--- config.mk ---
export PLATFORM = sky130hd
export DESIGN_NAME = ntp_seconds_to_civil_time_top
export DESIGN_NICKNAME = d
export VERILOG_FILES = /design/src/rtl/ntpsc_pkg.sv /design/src/rtl/ntp_seconds_to_civil_time_top.sv /design/src/rtl/ntpsc_cfg.sv /design/src/rtl/ntpsc_tod.sv /design/src/rtl/ntpsc_date.sv
export SDC_FILE = /design/constraint.sdc
export NUM_CORES = 2
export LEC_CHECK = 0
export ABC_CLOCK_PERIOD_IN_PS = 7060
export BUFFER_PORTS_ARGS = -buffer_cell sky130_fd_sc_hd__buf_2
export CORE_MARGIN = 2
export CORE_UTILIZATION = 55
export DETAILED_ROUTE_END_ITERATION = 7
export PLACE_DENSITY_LB_ADDON = 0.12
export SYNTH_ARGS = -nofsm -noshare
export SYNTH_HDL_FRONTEND = slang
export SYNTH_SLANG_ARGS = --single-unit
export TNS_END_PERCENT = 1
--- constraint.sdc ---
create_clock -name clk -period 7.06 [get_ports clk]
set_input_delay 0.706 -clock clk [delete_from_list [all_inputs] [get_ports clk]]
set_output_delay 0.706 -clock clk [all_outputs]
set_load 0.02 [all_outputs]
--- src/rtl/ntpsc_pkg.sv ---
// ----------------------------------------------------------------------------
// ntpsc_pkg
// Shared types and constants of the NTP seconds to civil time converter.
// ----------------------------------------------------------------------------
package ntpsc_pkg;

	localparam logic [31:0] NTP_UNIX_DIFF = 32'd2208988800;

	localparam int unsigned SEC_PER_MIN   = 60;
	localparam int unsigned MIN_PER_HOUR  = 60;
	localparam int unsigned HOUR_PER_DAY  = 24;

	// floor(2^k / d) with k the width of the dividend
	localparam logic [26:0] RCP_60_W32    = 27'd71582788;
	localparam logic [21:0] RCP_60_W27    = 22'd2236962;
	localparam logic [16:0] RCP_24_W21    = 17'd87381;
	localparam logic [7:0]  RCP_1460_W18  = 8'd179;
	localparam logic [9:0]  RCP_365_W18   = 10'd718;

	localparam logic [19:0] EPOCH_DAYS    = 20'd719468;
	localparam int unsigned DAYS_PER_ERA  = 146097;
	localparam int unsigned DAYS_PER_4Y   = 1460;
	localparam int unsigned DAYS_PER_CENT = 36524;
	localparam int unsigned ERA_LAST_DAY  = 146096;
	localparam int unsigned DAYS_PER_YEAR = 365;
	localparam int unsigned YEARS_PER_ERA = 400;
	localparam int unsigned MP_DAYS       = 153;
	localparam int unsigned MP_MARCH_OFS  = 3;
	localparam int unsigned MP_JAN_OFS    = 9;
	localparam int unsigned MP_JAN       = 10;

	localparam logic REG_UTC_OFFSET = 1'b0;

	typedef struct packed {
		logic       ok;
		logic [4:0] hour;
		logic [5:0] minute;
		logic [5:0] second;
	} hms_t;

	typedef struct packed {
		hms_t        hms;
		logic [19:0] z;
	} tod_t;

	typedef struct packed {
		logic        ok;
		logic [11:0] year;
		logic [3:0]  month;
		logic [4:0]  day;
		logic [4:0]  hour;
		logic [5:0]  minute;
		logic [5:0]  second;
	} civ_t;

endpackage

--- src/rtl/ntp_seconds_to_civil_time_top.sv ---
// ----------------------------------------------------------------------------
// ntp_seconds_to_civil_time_top
// NTP transmit seconds to local civil date and time, fully pipelined.
// ----------------------------------------------------------------------------
// The block takes one timestamp per clock unless a low res_ready stalls
// the pipeline: 7 stages shift the epoch, add the offset and split off
// seconds, minutes and hours, 8 stages turn the day count into a date, and
// one output register zeroes results for timestamps at or before the start
// of 1970. The divisions by 60, 24, 1460 and 365 are reciprocal multiplies
// followed by a one-step correction in the next stage; the other quotients
// come from compares against constant multiples. ntp_ready drops only when
// every stage is full and res_ready is low. Write utc_offset only while no
// item is in flight.
module ntp_seconds_to_civil_time_top (
	input  logic        clk,
	input  logic        arst_n,
	input  logic        psel,
	input  logic        penable,
	input  logic        pwrite,
	input  logic [2:0]  paddr,
	input  logic [31:0] pwdata,
	output logic [31:0] prdata,
	output logic        pready,
	input  logic        ntp_valid,
	output logic        ntp_ready,
	input  logic [31:0] ntp_seconds,
	output logic        res_valid,
	input  logic        res_ready,
	output logic        time_valid,
	output logic [11:0] year,
	output logic [3:0]  month,
	output logic [4:0]  day_of_month,
	output logic [4:0]  hour,
	output logic [5:0]  minute,
	output logic [5:0]  second
);
	import ntpsc_pkg::*;

	logic [16:0] utc_offset;
	logic        tod_valid, tod_ready;
	tod_t        tod_data;
	logic        date_valid, date_ready;
	civ_t        date_data;
	logic        res_valid_q;
	civ_t        res_q;

	ntpsc_cfg u_cfg (
		.clk        (clk),
		.arst_n     (arst_n),
		.psel       (psel),
		.penable    (penable),
		.pwrite     (pwrite),
		.paddr      (paddr),
		.pwdata     (pwdata),
		.prdata     (prdata),
		.pready     (pready),
		.utc_offset (utc_offset)
	);

	ntpsc_tod u_tod (
		.clk         (clk),
		.arst_n      (arst_n),
		.in_valid    (ntp_valid),
		.in_ready    (ntp_ready),
		.ntp_seconds (ntp_seconds),
		.utc_offset  (utc_offset),
		.out_valid   (tod_valid),
		.out_ready   (tod_ready),
		.out_data    (tod_data)
	);

	ntpsc_date u_date (
		.clk       (clk),
		.arst_n    (arst_n),
		.in_valid  (tod_valid),
		.in_ready  (tod_ready),
		.in_data   (tod_data),
		.out_valid (date_valid),
		.out_ready (date_ready),
		.out_data  (date_data)
	);

	assign date_ready = !res_valid_q || res_ready;

	always_ff @(posedge clk or negedge arst_n) begin
		if (!arst_n) begin
			res_valid_q <= 1'b0;
		end else if (date_ready) begin
			res_valid_q <= date_valid;
		end
	end

	// drop all fields of a timestamp at or before the start of 1970
	always_ff @(posedge clk) begin
		if (date_ready) begin
			res_q <= date_data.ok ? date_data : '0;
		end
	end

	assign res_valid    = res_valid_q;
	assign time_valid   = res_q.ok;
	assign year         = res_q.year;
	assign month        = res_q.month;
	assign day_of_month = res_q.day;
	assign hour         = res_q.hour;
	assign minute       = res_q.minute;
	assign second       = res_q.second;

endmodule

--- src/rtl/ntpsc_cfg.sv ---
// ----------------------------------------------------------------------------
// ntpsc_cfg
// APB register file holding the signed local time offset.
// ----------------------------------------------------------------------------
module ntpsc_cfg (
	input  logic        clk,
	input  logic        arst_n,
	input  logic        psel,
	input  logic        penable,
	input  logic        pwrite,
	input  logic [2:0]  paddr,
	input  logic [31:0] pwdata,
	output logic [31:0] prdata,
	output logic        pready,
	output logic [16:0] utc_offset
);
	import ntpsc_pkg::*;

	logic [16:0] offset_q;
	logic        wr_en;

	assign pready = 1'b1;
	assign wr_en  = psel && penable && pwrite && pready && (paddr[2] == REG_UTC_OFFSET);

	always_ff @(posedge clk or negedge arst_n) begin
		if (!arst_n) begin
			offset_q <= '0;
		end else if (wr_en) begin
			offset_q <= pwdata[16:0];
		end
	end

	always_comb begin
		prdata = '0;
		if (paddr[2] == REG_UTC_OFFSET) begin
			prdata = {15'd0, offset_q};
		end
	end

	assign utc_offset = offset_q;

endmodule

--- src/rtl/ntpsc_tod.sv ---
// ----------------------------------------------------------------------------
// ntpsc_tod
// Epoch shift, offset add and split into seconds, minutes, hours and days.
// ----------------------------------------------------------------------------
module ntpsc_tod (
	input  logic              clk,
	input  logic              arst_n,
	input  logic              in_valid,
	output logic              in_ready,
	input  logic [31:0]       ntp_seconds,
	input  logic [16:0]       utc_offset,
	output logic              out_valid,
	input  logic              out_ready,
	output ntpsc_pkg::tod_t   out_data
);
	import ntpsc_pkg::*;

	logic v_s1, v_s2, v_s3, v_s4, v_s5, v_s6, v_s7;
	logic rdy_s1, rdy_s2, rdy_s3, rdy_s4, rdy_s5, rdy_s6, rdy_s7;
	logic ok_s1, ok_s2, ok_s3, ok_s4, ok_s5, ok_s6, ok_s7;

	logic [31:0] t_s1, t_s2;
	logic [26:0] q_s2;
	logic [5:0]  sec_s3, sec_s4, sec_s5, sec_s6, sec_s7;
	logic [26:0] t1_s3, t1_s4;
	logic [20:0] q_s4;
	logic [5:0]  min_s5, min_s6, min_s7;
	logic [20:0] t2_s5, t2_s6;
	logic [15:0] q_s6;
	logic [4:0]  hr_s7;
	logic [19:0] z_s7;

	logic [58:0] p1;
	logic [31:0] diff1;
	logic [6:0]  r1;
	logic        c1;
	logic [48:0] p2;
	logic [26:0] diff2;
	logic [6:0]  r2;
	logic        c2;
	logic [37:0] p3;
	logic [20:0] diff3;
	logic [5:0]  r3;
	logic        c3;
	logic [15:0] t3;

	assign rdy_s7   = !v_s7 || out_ready;
	assign rdy_s6   = !v_s6 || rdy_s7;
	assign rdy_s5   = !v_s5 || rdy_s6;
	assign rdy_s4   = !v_s4 || rdy_s5;
	assign rdy_s3   = !v_s3 || rdy_s4;
	assign rdy_s2   = !v_s2 || rdy_s3;
	assign rdy_s1   = !v_s1 || rdy_s2;
	assign in_ready = rdy_s1;

	always_comb begin
		p1    = 59'(t_s1) * 59'(RCP_60_W32);
		diff1 = t_s2 - 32'(q_s2) * 32'(SEC_PER_MIN);
		r1    = diff1[6:0];
		c1    = r1 >= 7'(SEC_PER_MIN);
		p2    = 49'(t1_s3) * 49'(RCP_60_W27);
		diff2 = t1_s4 - 27'(q_s4) * 27'(MIN_PER_HOUR);
		r2    = diff2[6:0];
		c2    = r2 >= 7'(MIN_PER_HOUR);
		p3    = 38'(t2_s5) * 38'(RCP_24_W21);
		diff3 = t2_s6 - 21'(q_s6) * 21'(HOUR_PER_DAY);
		r3    = diff3[5:0];
		c3    = r3 >= 6'(HOUR_PER_DAY);
		t3    = q_s6 + 16'(c3);
	end

	always_ff @(posedge clk or negedge arst_n) begin
		if (!arst_n) begin
			v_s1 <= 1'b0;
			v_s2 <= 1'b0;
			v_s3 <= 1'b0;
			v_s4 <= 1'b0;
			v_s5 <= 1'b0;
			v_s6 <= 1'b0;
			v_s7 <= 1'b0;
		end else begin
			if (rdy_s1) v_s1 <= in_valid;
			if (rdy_s2) v_s2 <= v_s1;
			if (rdy_s3) v_s3 <= v_s2;
			if (rdy_s4) v_s4 <= v_s3;
			if (rdy_s5) v_s5 <= v_s4;
			if (rdy_s6) v_s6 <= v_s5;
			if (rdy_s7) v_s7 <= v_s6;
		end
	end

	always_ff @(posedge clk) begin
		if (rdy_s1) begin
			ok_s1 <= ntp_seconds > NTP_UNIX_DIFF;
			t_s1  <= ntp_seconds - NTP_UNIX_DIFF + {{15{utc_offset[16]}}, utc_offset};
		end
		if (rdy_s2) begin
			ok_s2 <= ok_s1;
			t_s2  <= t_s1;
			q_s2  <= p1[58:32];
		end
		if (rdy_s3) begin
			ok_s3  <= ok_s2;
			sec_s3 <= c1 ? 6'(r1 - 7'(SEC_PER_MIN)) : r1[5:0];
			t1_s3  <= q_s2 + 27'(c1);
		end
		if (rdy_s4) begin
			ok_s4  <= ok_s3;
			sec_s4 <= sec_s3;
			t1_s4  <= t1_s3;
			q_s4   <= p2[47:27];
		end
		if (rdy_s5) begin
			ok_s5  <= ok_s4;
			sec_s5 <= sec_s4;
			min_s5 <= c2 ? 6'(r2 - 7'(MIN_PER_HOUR)) : r2[5:0];
			t2_s5  <= q_s4 + 21'(c2);
		end
		if (rdy_s6) begin
			ok_s6  <= ok_s5;
			sec_s6 <= sec_s5;
			min_s6 <= min_s5;
			t2_s6  <= t2_s5;
			q_s6   <= p3[36:21];
		end
		if (rdy_s7) begin
			ok_s7  <= ok_s6;
			sec_s7 <= sec_s6;
			min_s7 <= min_s6;
			hr_s7  <= c3 ? 5'(r3 - 6'(HOUR_PER_DAY)) : r3[4:0];
			z_s7   <= 20'(t3) + EPOCH_DAYS;
		end
	end

	assign out_valid           = v_s7;
	assign out_data.hms.ok     = ok_s7;
	assign out_data.hms.hour   = hr_s7;
	assign out_data.hms.minute = min_s7;
	assign out_data.hms.second = sec_s7;
	assign out_data.z          = z_s7;

endmodule

--- src/rtl/ntpsc_date.sv ---
// ----------------------------------------------------------------------------
// ntpsc_date
// Day count to year, month and day over 400-year eras starting in March.
// ----------------------------------------------------------------------------
module ntpsc_date (
	input  logic            clk,
	input  logic            arst_n,
	input  logic            in_valid,
	output logic            in_ready,
	input  ntpsc_pkg::tod_t in_data,
	output logic            out_valid,
	input  logic            out_ready,
	output ntpsc_pkg::civ_t out_data
);
	import ntpsc_pkg::*;

	function automatic logic [8:0] month_start_f(input logic [3:0] mp);
		logic [8:0] d;
		case (mp)
			4'd0:    d = 9'd0;
			4'd1:    d = 9'd31;
			4'd2:    d = 9'd61;
			4'd3:    d = 9'd92;
			4'd4:    d = 9'd122;
			4'd5:    d = 9'd153;
			4'd6:    d = 9'd184;
			4'd7:    d = 9'd214;
			4'd8:    d = 9'd245;
			4'd9:    d = 9'd275;
			4'd10:   d = 9'd306;
			4'd11:   d = 9'd337;
			default: d = 9'd0;
		endcase
		return d;
	endfunction

	logic v_s1, v_s2, v_s3, v_s4, v_s5, v_s6, v_s7, v_s8;
	logic rdy_s1, rdy_s2, rdy_s3, rdy_s4, rdy_s5, rdy_s6, rdy_s7, rdy_s8;
	hms_t hms_s1, hms_s2, hms_s3, hms_s4, hms_s5, hms_s6, hms_s7;

	logic [2:0]  era_s1, era_s2, era_s3, era_s4, era_s5;
	logic [17:0] doe_s1, doe_s2, doe_s3, doe_s4, doe_s5;
	logic [6:0]  q0_s2;
	logic [2:0]  cent_s2;
	logic        last_s2;
	logic [17:0] n_s3, n_s4;
	logic [8:0]  yoe0_s4;
	logic [8:0]  yoe_s5;
	logic [8:0]  doy_s6, doy_s7;
	logic [11:0] yr_s6, yr_s7;
	logic [3:0]  mp_s7;
	civ_t        res_s8;

	logic [2:0]  era_n;
	logic [19:0] doe_w;
	logic [25:0] pq;
	logic [2:0]  cent_n;
	logic [17:0] diff_q;
	logic [11:0] rq;
	logic [6:0]  q1460;
	logic [27:0] py;
	logic [17:0] diff_y;
	logic [9:0]  ry;
	logic [1:0]  c100;
	logic [17:0] yday;
	logic [10:0] x5;
	logic [3:0]  mp_n;

	assign rdy_s8   = !v_s8 || out_ready;
	assign rdy_s7   = !v_s7 || rdy_s8;
	assign rdy_s6   = !v_s6 || rdy_s7;
	assign rdy_s5   = !v_s5 || rdy_s6;
	assign rdy_s4   = !v_s4 || rdy_s5;
	assign rdy_s3   = !v_s3 || rdy_s4;
	assign rdy_s2   = !v_s2 || rdy_s3;
	assign rdy_s1   = !v_s1 || rdy_s2;
	assign in_ready = rdy_s1;

	always_comb begin
		era_n = '0;
		for (int k = 1; k <= 5; k++) begin
			era_n = era_n + 3'(in_data.z >= 20'(k * DAYS_PER_ERA));
		end
		doe_w = in_data.z - 20'(era_n) * 20'(DAYS_PER_ERA);

		pq     = 26'(doe_s1) * 26'(RCP_1460_W18);
		cent_n = '0;
		for (int k = 1; k <= 4; k++) begin
			cent_n = cent_n + 3'(doe_s1 >= 18'(k * DAYS_PER_CENT));
		end

		diff_q = doe_s2 - 18'(q0_s2) * 18'(DAYS_PER_4Y);
		rq     = diff_q[11:0];
		q1460  = q0_s2 + 7'(rq >= 12'(DAYS_PER_4Y));

		py     = 28'(n_s3) * 28'(RCP_365_W18);

		diff_y = n_s4 - 18'(yoe0_s4) * 18'(DAYS_PER_YEAR);
		ry     = diff_y[9:0];

		c100 = 2'(yoe_s5 >= 9'd100) + 2'(yoe_s5 >= 9'd200) + 2'(yoe_s5 >= 9'd300);
		yday = 18'(yoe_s5) * 18'(DAYS_PER_YEAR) + 18'(yoe_s5 >> 2) - 18'(c100);

		x5   = 11'(doy_s6) * 11'd5 + 11'd2;
		mp_n = '0;
		for (int k = 1; k <= 11; k++) begin
			mp_n = mp_n + 4'(x5 >= 11'(k * MP_DAYS));
		end
	end

	always_ff @(posedge clk or negedge arst_n) begin
		if (!arst_n) begin
			v_s1 <= 1'b0;
			v_s2 <= 1'b0;
			v_s3 <= 1'b0;
			v_s4 <= 1'b0;
			v_s5 <= 1'b0;
			v_s6 <= 1'b0;
			v_s7 <= 1'b0;
			v_s8 <= 1'b0;
		end else begin
			if (rdy_s1) v_s1 <= in_valid;
			if (rdy_s2) v_s2 <= v_s1;
			if (rdy_s3) v_s3 <= v_s2;
			if (rdy_s4) v_s4 <= v_s3;
			if (rdy_s5) v_s5 <= v_s4;
			if (rdy_s6) v_s6 <= v_s5;
			if (rdy_s7) v_s7 <= v_s6;
			if (rdy_s8) v_s8 <= v_s7;
		end
	end

	always_ff @(posedge clk) begin
		if (rdy_s1) begin
			hms_s1 <= in_data.hms;
			era_s1 <= era_n;
			doe_s1 <= doe_w[17:0];
		end
		if (rdy_s2) begin
			hms_s2  <= hms_s1;
			era_s2  <= era_s1;
			doe_s2  <= doe_s1;
			q0_s2   <= pq[24:18];
			cent_s2 <= cent_n;
			last_s2 <= doe_s1 >= 18'(ERA_LAST_DAY);
		end
		if (rdy_s3) begin
			hms_s3 <= hms_s2;
			era_s3 <= era_s2;
			doe_s3 <= doe_s2;
			n_s3   <= doe_s2 - 18'(q1460) + 18'(cent_s2) - 18'(last_s2);
		end
		if (rdy_s4) begin
			hms_s4  <= hms_s3;
			era_s4  <= era_s3;
			doe_s4  <= doe_s3;
			n_s4    <= n_s3;
			yoe0_s4 <= py[26:18];
		end
		if (rdy_s5) begin
			hms_s5 <= hms_s4;
			era_s5 <= era_s4;
			doe_s5 <= doe_s4;
			yoe_s5 <= yoe0_s4 + 9'(ry >= 10'(DAYS_PER_YEAR));
		end
		if (rdy_s6) begin
			hms_s6 <= hms_s5;
			doy_s6 <= 9'(doe_s5 - yday);
			yr_s6  <= 12'(yoe_s5) + 12'(era_s5) * 12'(YEARS_PER_ERA);
		end
		if (rdy_s7) begin
			hms_s7 <= hms_s6;
			doy_s7 <= doy_s6;
			yr_s7  <= yr_s6;
			mp_s7  <= mp_n;
		end
		if (rdy_s8) begin
			res_s8.ok     <= hms_s7.ok;
			res_s8.hour   <= hms_s7.hour;
			res_s8.minute <= hms_s7.minute;
			res_s8.second <= hms_s7.second;
			res_s8.day    <= 5'(doy_s7 - month_start_f(mp_s7) + 9'd1);
			res_s8.month  <= (mp_s7 < 4'(MP_JAN)) ? mp_s7 + 4'(MP_MARCH_OFS)
			                                      : mp_s7 - 4'(MP_JAN_OFS);
			res_s8.year   <= yr_s7 + 12'(mp_s7 >= 4'(MP_JAN));
		end
	end

	assign out_valid = v_s8;
	assign out_data  = res_s8;

endmodule

# == Yosys cells after proc, flatten, opt, wreduce, memory -nomap -nowiden ==
# Memories as Yosys holds them, arrays and structs flattened. A register that Yosys moved wholly into a read port is not among the register bits.
# Index checks and enable logic that the tools add are counted.
# word_totals
ff_bits,658
romBits,144
inputBits,74
output_inout_bits,74
wordCells,246
mem_count,1
# op_classes
add_sub_neg,49
multipliers,14
magnitude_cmp,31
muxes,8
bitwise,1
reduce_logical,35
# memory_table
name,words,word_bits,rd,rd_ports_with_merged_regs,write_ports,line_no,text
(no name shown),16,9,1,1,0,ntpsc_date.sv:19,case (mp)
# op_table
operator,n
$mul A32 B25 Y57 const B,1
$ge A11 B11 Y1 const B,5
$mul A27 B21 Y47 const B,1
$ge A20 B19 Y1 const B,2
$ge A20 B20 Y1 const B,2
$mux W39,1
$mul A21 B17 Y37 const B,1
$add A4 B1 Y4,9
$ge A18 B17 Y1 const B,2
$ge A11 B10 Y1 const B,3
$add A32 B32 Y32,1
$gt A32 B32 Y1 const B,1
$sub A32 B32 Y32 const B,1
$add A27 B1 Y27,1
$mul A27 B4 Y5 const B,1
$mul A18 B9 Y26 const B,1
$mul A18 B8 Y25 const B,1
$ge A11 B9 Y1 const B,2
$add A21 B1 Y21,1
$mul A21 B4 Y5 const B,1
$add A16 B20 Y20 const B,1
$ge A20 B18 Y1 const B,1
$add A18 B3 Y18,1
$ge A18 B16 Y1 const B,1
51 further kinds,96

# == Depth between registers and ports, before layout ==
# logic_depth
ltp_word,17
depth_mapped,33
ltp_nobuf,33

# == Cells and area by module ==
# From an unflattened synthesis, not the netlist that was laid out.
# hier_totals
hier_cells,4963
area_unflattened_um2,57124.8
# by_module_without_submodules
module,instances,cells_per_inst,area_each_um2,seq_area_each_um2
ntpsc_tod,1,2774,29782.3,7412.1
ntpsc_date,1,2033,24921.4,10570.1
ntp_seconds_to_civil_time_top,1,84,1485.2,1196.1
ntpsc_cfg,1,72,935.9,425.4

# == Worst setup path after synthesis ==
# No wires, ideal clock.
# synth_timing
kind,register -> register
startpoint,register u_date.q0_s2[1]
endpoint,register u_date.n_s3[16] (data pin)
setup_ns,0.258
arrival_ns,7.105
required_ns,6.802
path_slack_ns,-0.303
stages_incl_launch_ff,34
n_path_buf,0
synth_period_minus_slack_ns,7.363
cell_sequence,edfxtp_1 ha_1 ha_1 fa_1 inv_1 fa_1 inv_1 ha_1 a21oi_1 xnor2_1 ha_1 a21boi_0 o21ai_0 a21oi_1 nand3b_1 ha_1 inv_1 fa_1 inv_1 fa_1 inv_1 ha_1 inv_1 fa_1 nor2b_1 o21ai_0 a21boi_0 o21ai_0 a21boi_0 o21bai_1 and3_1 o311ai_0 a21oi_1 xnor2_1
# synth_between
elab_chain_cells,7
# synth_rtl
element,line_no,text
from (decl),ntpsc_date.sv:43,logic [6:0] q0_s2;
from (signal assigned),ntpsc_date.sv:143,q0_s2 <= pq[24:18];
$mul A7 B9 Y10,ntpsc_date.sv:92,diff_q = doe_s2 - 18'(q0_s2) * 18'(DAYS_PER_4Y);
$sub A12 B12 Y12,ntpsc_date.sv:92,
$ge A12 B11 Y1,ntpsc_date.sv:94,q1460 = q0_s2 + 7'(rq >= 12'(DAYS_PER_4Y));
$add A7 B1 Y7 *,ntpsc_date.sv:94,
$sub A18 B7 Y18 *,ntpsc_date.sv:151,n_s3 <= doe_s2 - 18'(q1460) + 18'(cent_s2) - 18'(last_s2);
$add A18 B3 Y18 *,ntpsc_date.sv:151,
$sub A18 B1 Y18 *,ntpsc_date.sv:151,
to (signal assigned),ntpsc_date.sv:151,
to (decl),ntpsc_date.sv:46,"logic [17:0] n_s3, n_s4;"
# Every way passes the cells marked *; elsewhere a longest branch is shown, timed or not.
# A chain may end at the register's enable or synchronous reset.

# == Final worst setup path ==
# layout_timing
startpoint,register u_date.q0_s2[3]
endpoint,register u_date.n_s3[16] (data pin)
# Same word-level chain as after synthesis.

==> key figures <==
Status
  • Status: finished, violations left
  • Failing checks: negative setup slack

Yosys
  • Synth cell count leaders: ha_1, inv_1, edfxtp_1
  • Ys async rst share: 5.08%
  • Ranking of synthesized cells by area: edfxtp_1, ha_1, fa_1, inv_1, xnor2_1
  • Syn avg cell area: 11.9 um^2
  • Distinct cells, synth: 89
  • Ys flop type: edfxtp_1
  • Warnings from Yosys: 0
  • Flops & latches, synth: 650
  • Synthesized area: 55000 um^2
  • Post-synth EDFFs: 612
  • Post-synth top area share: 33.4%
  • Biggest area consumer among synthesized cells: edfxtp_1
  • Count leader, synth: ha_1
  • Cells after Synth: around 4600
  • Register area share after synthesis: a little over a third

Run
  • Maxcap violations: 0

Finish
  • Share of layout cells above drive strength 1: slightly below 8%
  • Fillcell total: 8135
  • Area of the multi-input gates: between 30000 and 40000 um^2
  • Diode count: 0
  • Nets: 6422
  • Reg area: 19300 um^2
  • Final Core Density: 60.5%
  • Synth-to-layout area growth: 9.53%

Critical path
  • Crit. End Element: register
  • Worst Path Required: 7.46 ns
  • Crit path buf inv count: 7
  • Worst reg2reg endpoint: u_date.n_s3[16]
  • CP Class: reg2reg
  • Worst setup SP type: register
  • Worst Path Arrival: around 7.5 ns
  • Most used cell, CP: inv_1
  • R2R cell count: 34
  • Worst path slowest cell: fa_1
  • Reg2reg start: u_date.q0_s2[3]
  • R2R setup slack: -0.04 ns
  • Delay-heaviest family, CP: adder cells
  • CP max stage delay: around 0.58 ns
  • Crit path max fanout: 3

CTS
  • CTS H-tree depth: 3
  • CTS Buffer Depth: 3
  • Clk pin slew, worst setup/hold paths: 0.06 ns
  • Inserted Clock Buffers: a little over 70
  • CTS root buffer: clkbuf_16
  • Worst-Skew Late Latency: 0.65 ns
  • TritonCTS clock tree: yes
  • # clock sinks: between 600 and 700

Global routing
  • GR Overflow Total: 0
  • First-pass GRT wire length: 168000 um
  • Initial antenna violation count: 0
  • Largest net degree at the start of global routing: just under 50
  • Overall routing resource usage: 20.2%
  • Vias in the first global route: 33100

Timing
  • Worst-Margin Slew: 1.10 ns
  • Hold Violations, Final: 0
  • Top achievable clock speed: 141 MHz
  • Max-slew violations: 0
  • Setup ws final: -0.0408 ns
  • Setup violations, final: 1
  • Final worst-path cycle share: 101%
  • Slew headroom: 26.9%
  • Final Critical Period: 7.10 ns
  • Final Skew: 0.0361 ns
  • Unrepaired setup endpoints after global routing: yes

Drt
  • First-pass DRT Iterations: 5
  • Final ANT Viol Nets: 0
  • Total wire length: 99800 um
  • DRC violation count after routing: 0
  • Drt initial violations: around 1500
  • Drt via density: 5.21
  • Vias: 32400
  • Drt wl/cell: 16.0 um

Floorplan
  • Die area: around 100000 um^2
  • Chip Width: 320 um
  • Core ar.: 99600 um^2
  • Initial Util: 55.3%
  • Die Y: 320 um
  • FP Rows: 116
  • IO Count: 148

Worst hold path
  • Class of the worst hold path: in2async

Placement
  • Port Buffers: 114
  • Hpwl dp: approximately 82000 um
  • RePlAce Congestion: 0.900
==> registers in the layout, summed over array words and instances (netlist names), 21 cells and up, named ones only <==
| name | count |
|---|---|
| u_date.out_data | 39 |
| u_tod.q_s2 | 27 |
| u_tod.q_s4 | 21 |
| u_tod.t1_s3 | 27 |
| u_tod.t2_s5 | 21 |
| u_tod.t_s1 | 32 |
==> repair_timing <==
item	in CTS	in global routing
setup endpoints to repair	9	15
resized for setup	18	26
pin swaps	21	20
setup buffers	12	3
hold endpoints to repair	0	0
hold buffers	0	0
==> worst reg2reg max path, delay by kind of cell (launching register included) <==
| kind | cells | cell delay [ns] |
|---|---|---|
| AOI/OAI and AO/OA | 10 | 1.37 |
| xor gates and xnor gates | 2 | 0.26 |
| adders and majority gates | 10 | 3.54 |
| buffers and inverters | 7 | 0.52 |
| DFF | 1 | 0.46 |
| and+or+nand+nor | 5 | 0.72 |
==> through the flow <==
stage / hold WS, ns / setup WS (ns) / TNS, ns / instances / area [um^2]
final: 0.151 / -0.0408 / -0.0408 / 6225 / 60300
after global routing: 0.201 / -0.429 / -2.68 / 6225 / 60300
after CTS: 0.146 / -0.187 / -0.217 / 6222 / 60100
after global placement: 0.400 / -0.319 / -1.58 / 6077 / 57400
after detailed placement: 0.405 / -0.413 / -1.98 / 6077 / 57400
after floorplan: 0.400 / 0.0278 / 0 / 4657 / 55100
==> area by class of cell <==
class / count / area share, %
Sequential cell: 650 / 32.0
Clock buffer: 79 / 3.03
Clock inverter: 54 / 1.11
Timing Repair Buffer: 169 / 1.64
Inverter: 967 / 6.02
Tap cell: 1298 / 2.69
Multi-Input combinational cell: 3008 / 53.5
==> kinds of logic (layout without fill, tap and decap cells) <==
family                   count (synthesis)  after routing  share of synthesized area [%]
adder cells (fa/ha/maj)               1480           1480                           40.1
buffers and inverters                  999           1269                           6.94
flip-flops                             650            650                           35.1
AND/OR/NAND/NOR                        650            650                           5.99
AO/OA/AOI/OAI                          516            516                           6.31
XOR/XNOR                               324            324                           5.16
multiplexers                            22             22                          0.443
other                                    2             16                         0.0136
==> how the worst max path moves through the flow <==
stage,slack [ns],end,depth (start not counted),start
2_1_floorplan,0.03,u_date.n_s3[17],31,u_date.q0_s2[1]
3_3_place_gp,-0.32,u_date.n_s3[16],33,u_date.q0_s2[6]
3_5_place_dp,-0.41,u_date.n_s3[16],33,u_date.q0_s2[6]
4_1_cts,-0.19,u_date.n_s3[16],33,u_date.q0_s2[1]
5_1_grt,-0.43,u_date.n_s3[16],34,u_date.q0_s2[3]
6_report,-0.04,u_date.n_s3[16],34,u_date.q0_s2[3]
==> placed cells by master, fill, tap and decap left out, types with 8 or more instances in the layout <==
| cell type | Yosys | final |
|---|---|---|
| clkbuf_16 | 0 | 72 |
| o21ai_0 | 89 | 83 |
| buf_4 | 18 | 54 |
| xor2_1 | 84 | 84 |
| mux2_2 | 19 | 19 |
| inv_1 | 966 | 961 |
| o21bai_1 | 18 | 17 |
| o211ai_1 | 10 | 10 |
| dfrtp_1 | 33 | 33 |
| xnor2_1 | 240 | 238 |
| fa_1 | 470 | 469 |
| or2_2 | 16 | 16 |
| nor2b_1 | 34 | 33 |
| a21o_1 | 78 | 78 |
| nor3_1 | 41 | 41 |
| nand2_1 | 138 | 136 |
| nand3_1 | 79 | 76 |
| a31oi_1 | 11 | 11 |
| nand2b_1 | 33 | 33 |
| a21oi_1 | 159 | 154 |
| conb_1 | 2 | 16 |
| bufinv_16 | 0 | 10 |
| clkinv_2 | 0 | 12 |
| o21a_1 | 27 | 27 |
| a211oi_1 | 16 | 16 |
| and2_1 | 50 | 50 |
| ha_1 | 1010 | 1000 |
| clkinv_1 | 0 | 15 |
| or3_1 | 13 | 13 |
| edfxtp_1 | 612 | 612 |
| buf_2 | 0 | 114 |
| nand4_1 | 38 | 38 |
| ha_4 | 0 | 9 |
| and3_1 | 35 | 34 |
| o21ai_1 | 5 | 8 |
| nor2_1 | 138 | 138 |
==> layer usage <==
layer  routed length, um  global-route usage, %  vias to the layer above
met1               47700                   28.8                    15800
met3                3390                   2.75                      101
li1                    -                      -                    16100
met4                1500                   4.35                        0
met2               47200                   33.1                      394
met5                   0                      0                        -
Power is left out: the tool's default activity adds up to more than one toggle a clock period on the data nets, which glitch-free logic cannot reach.
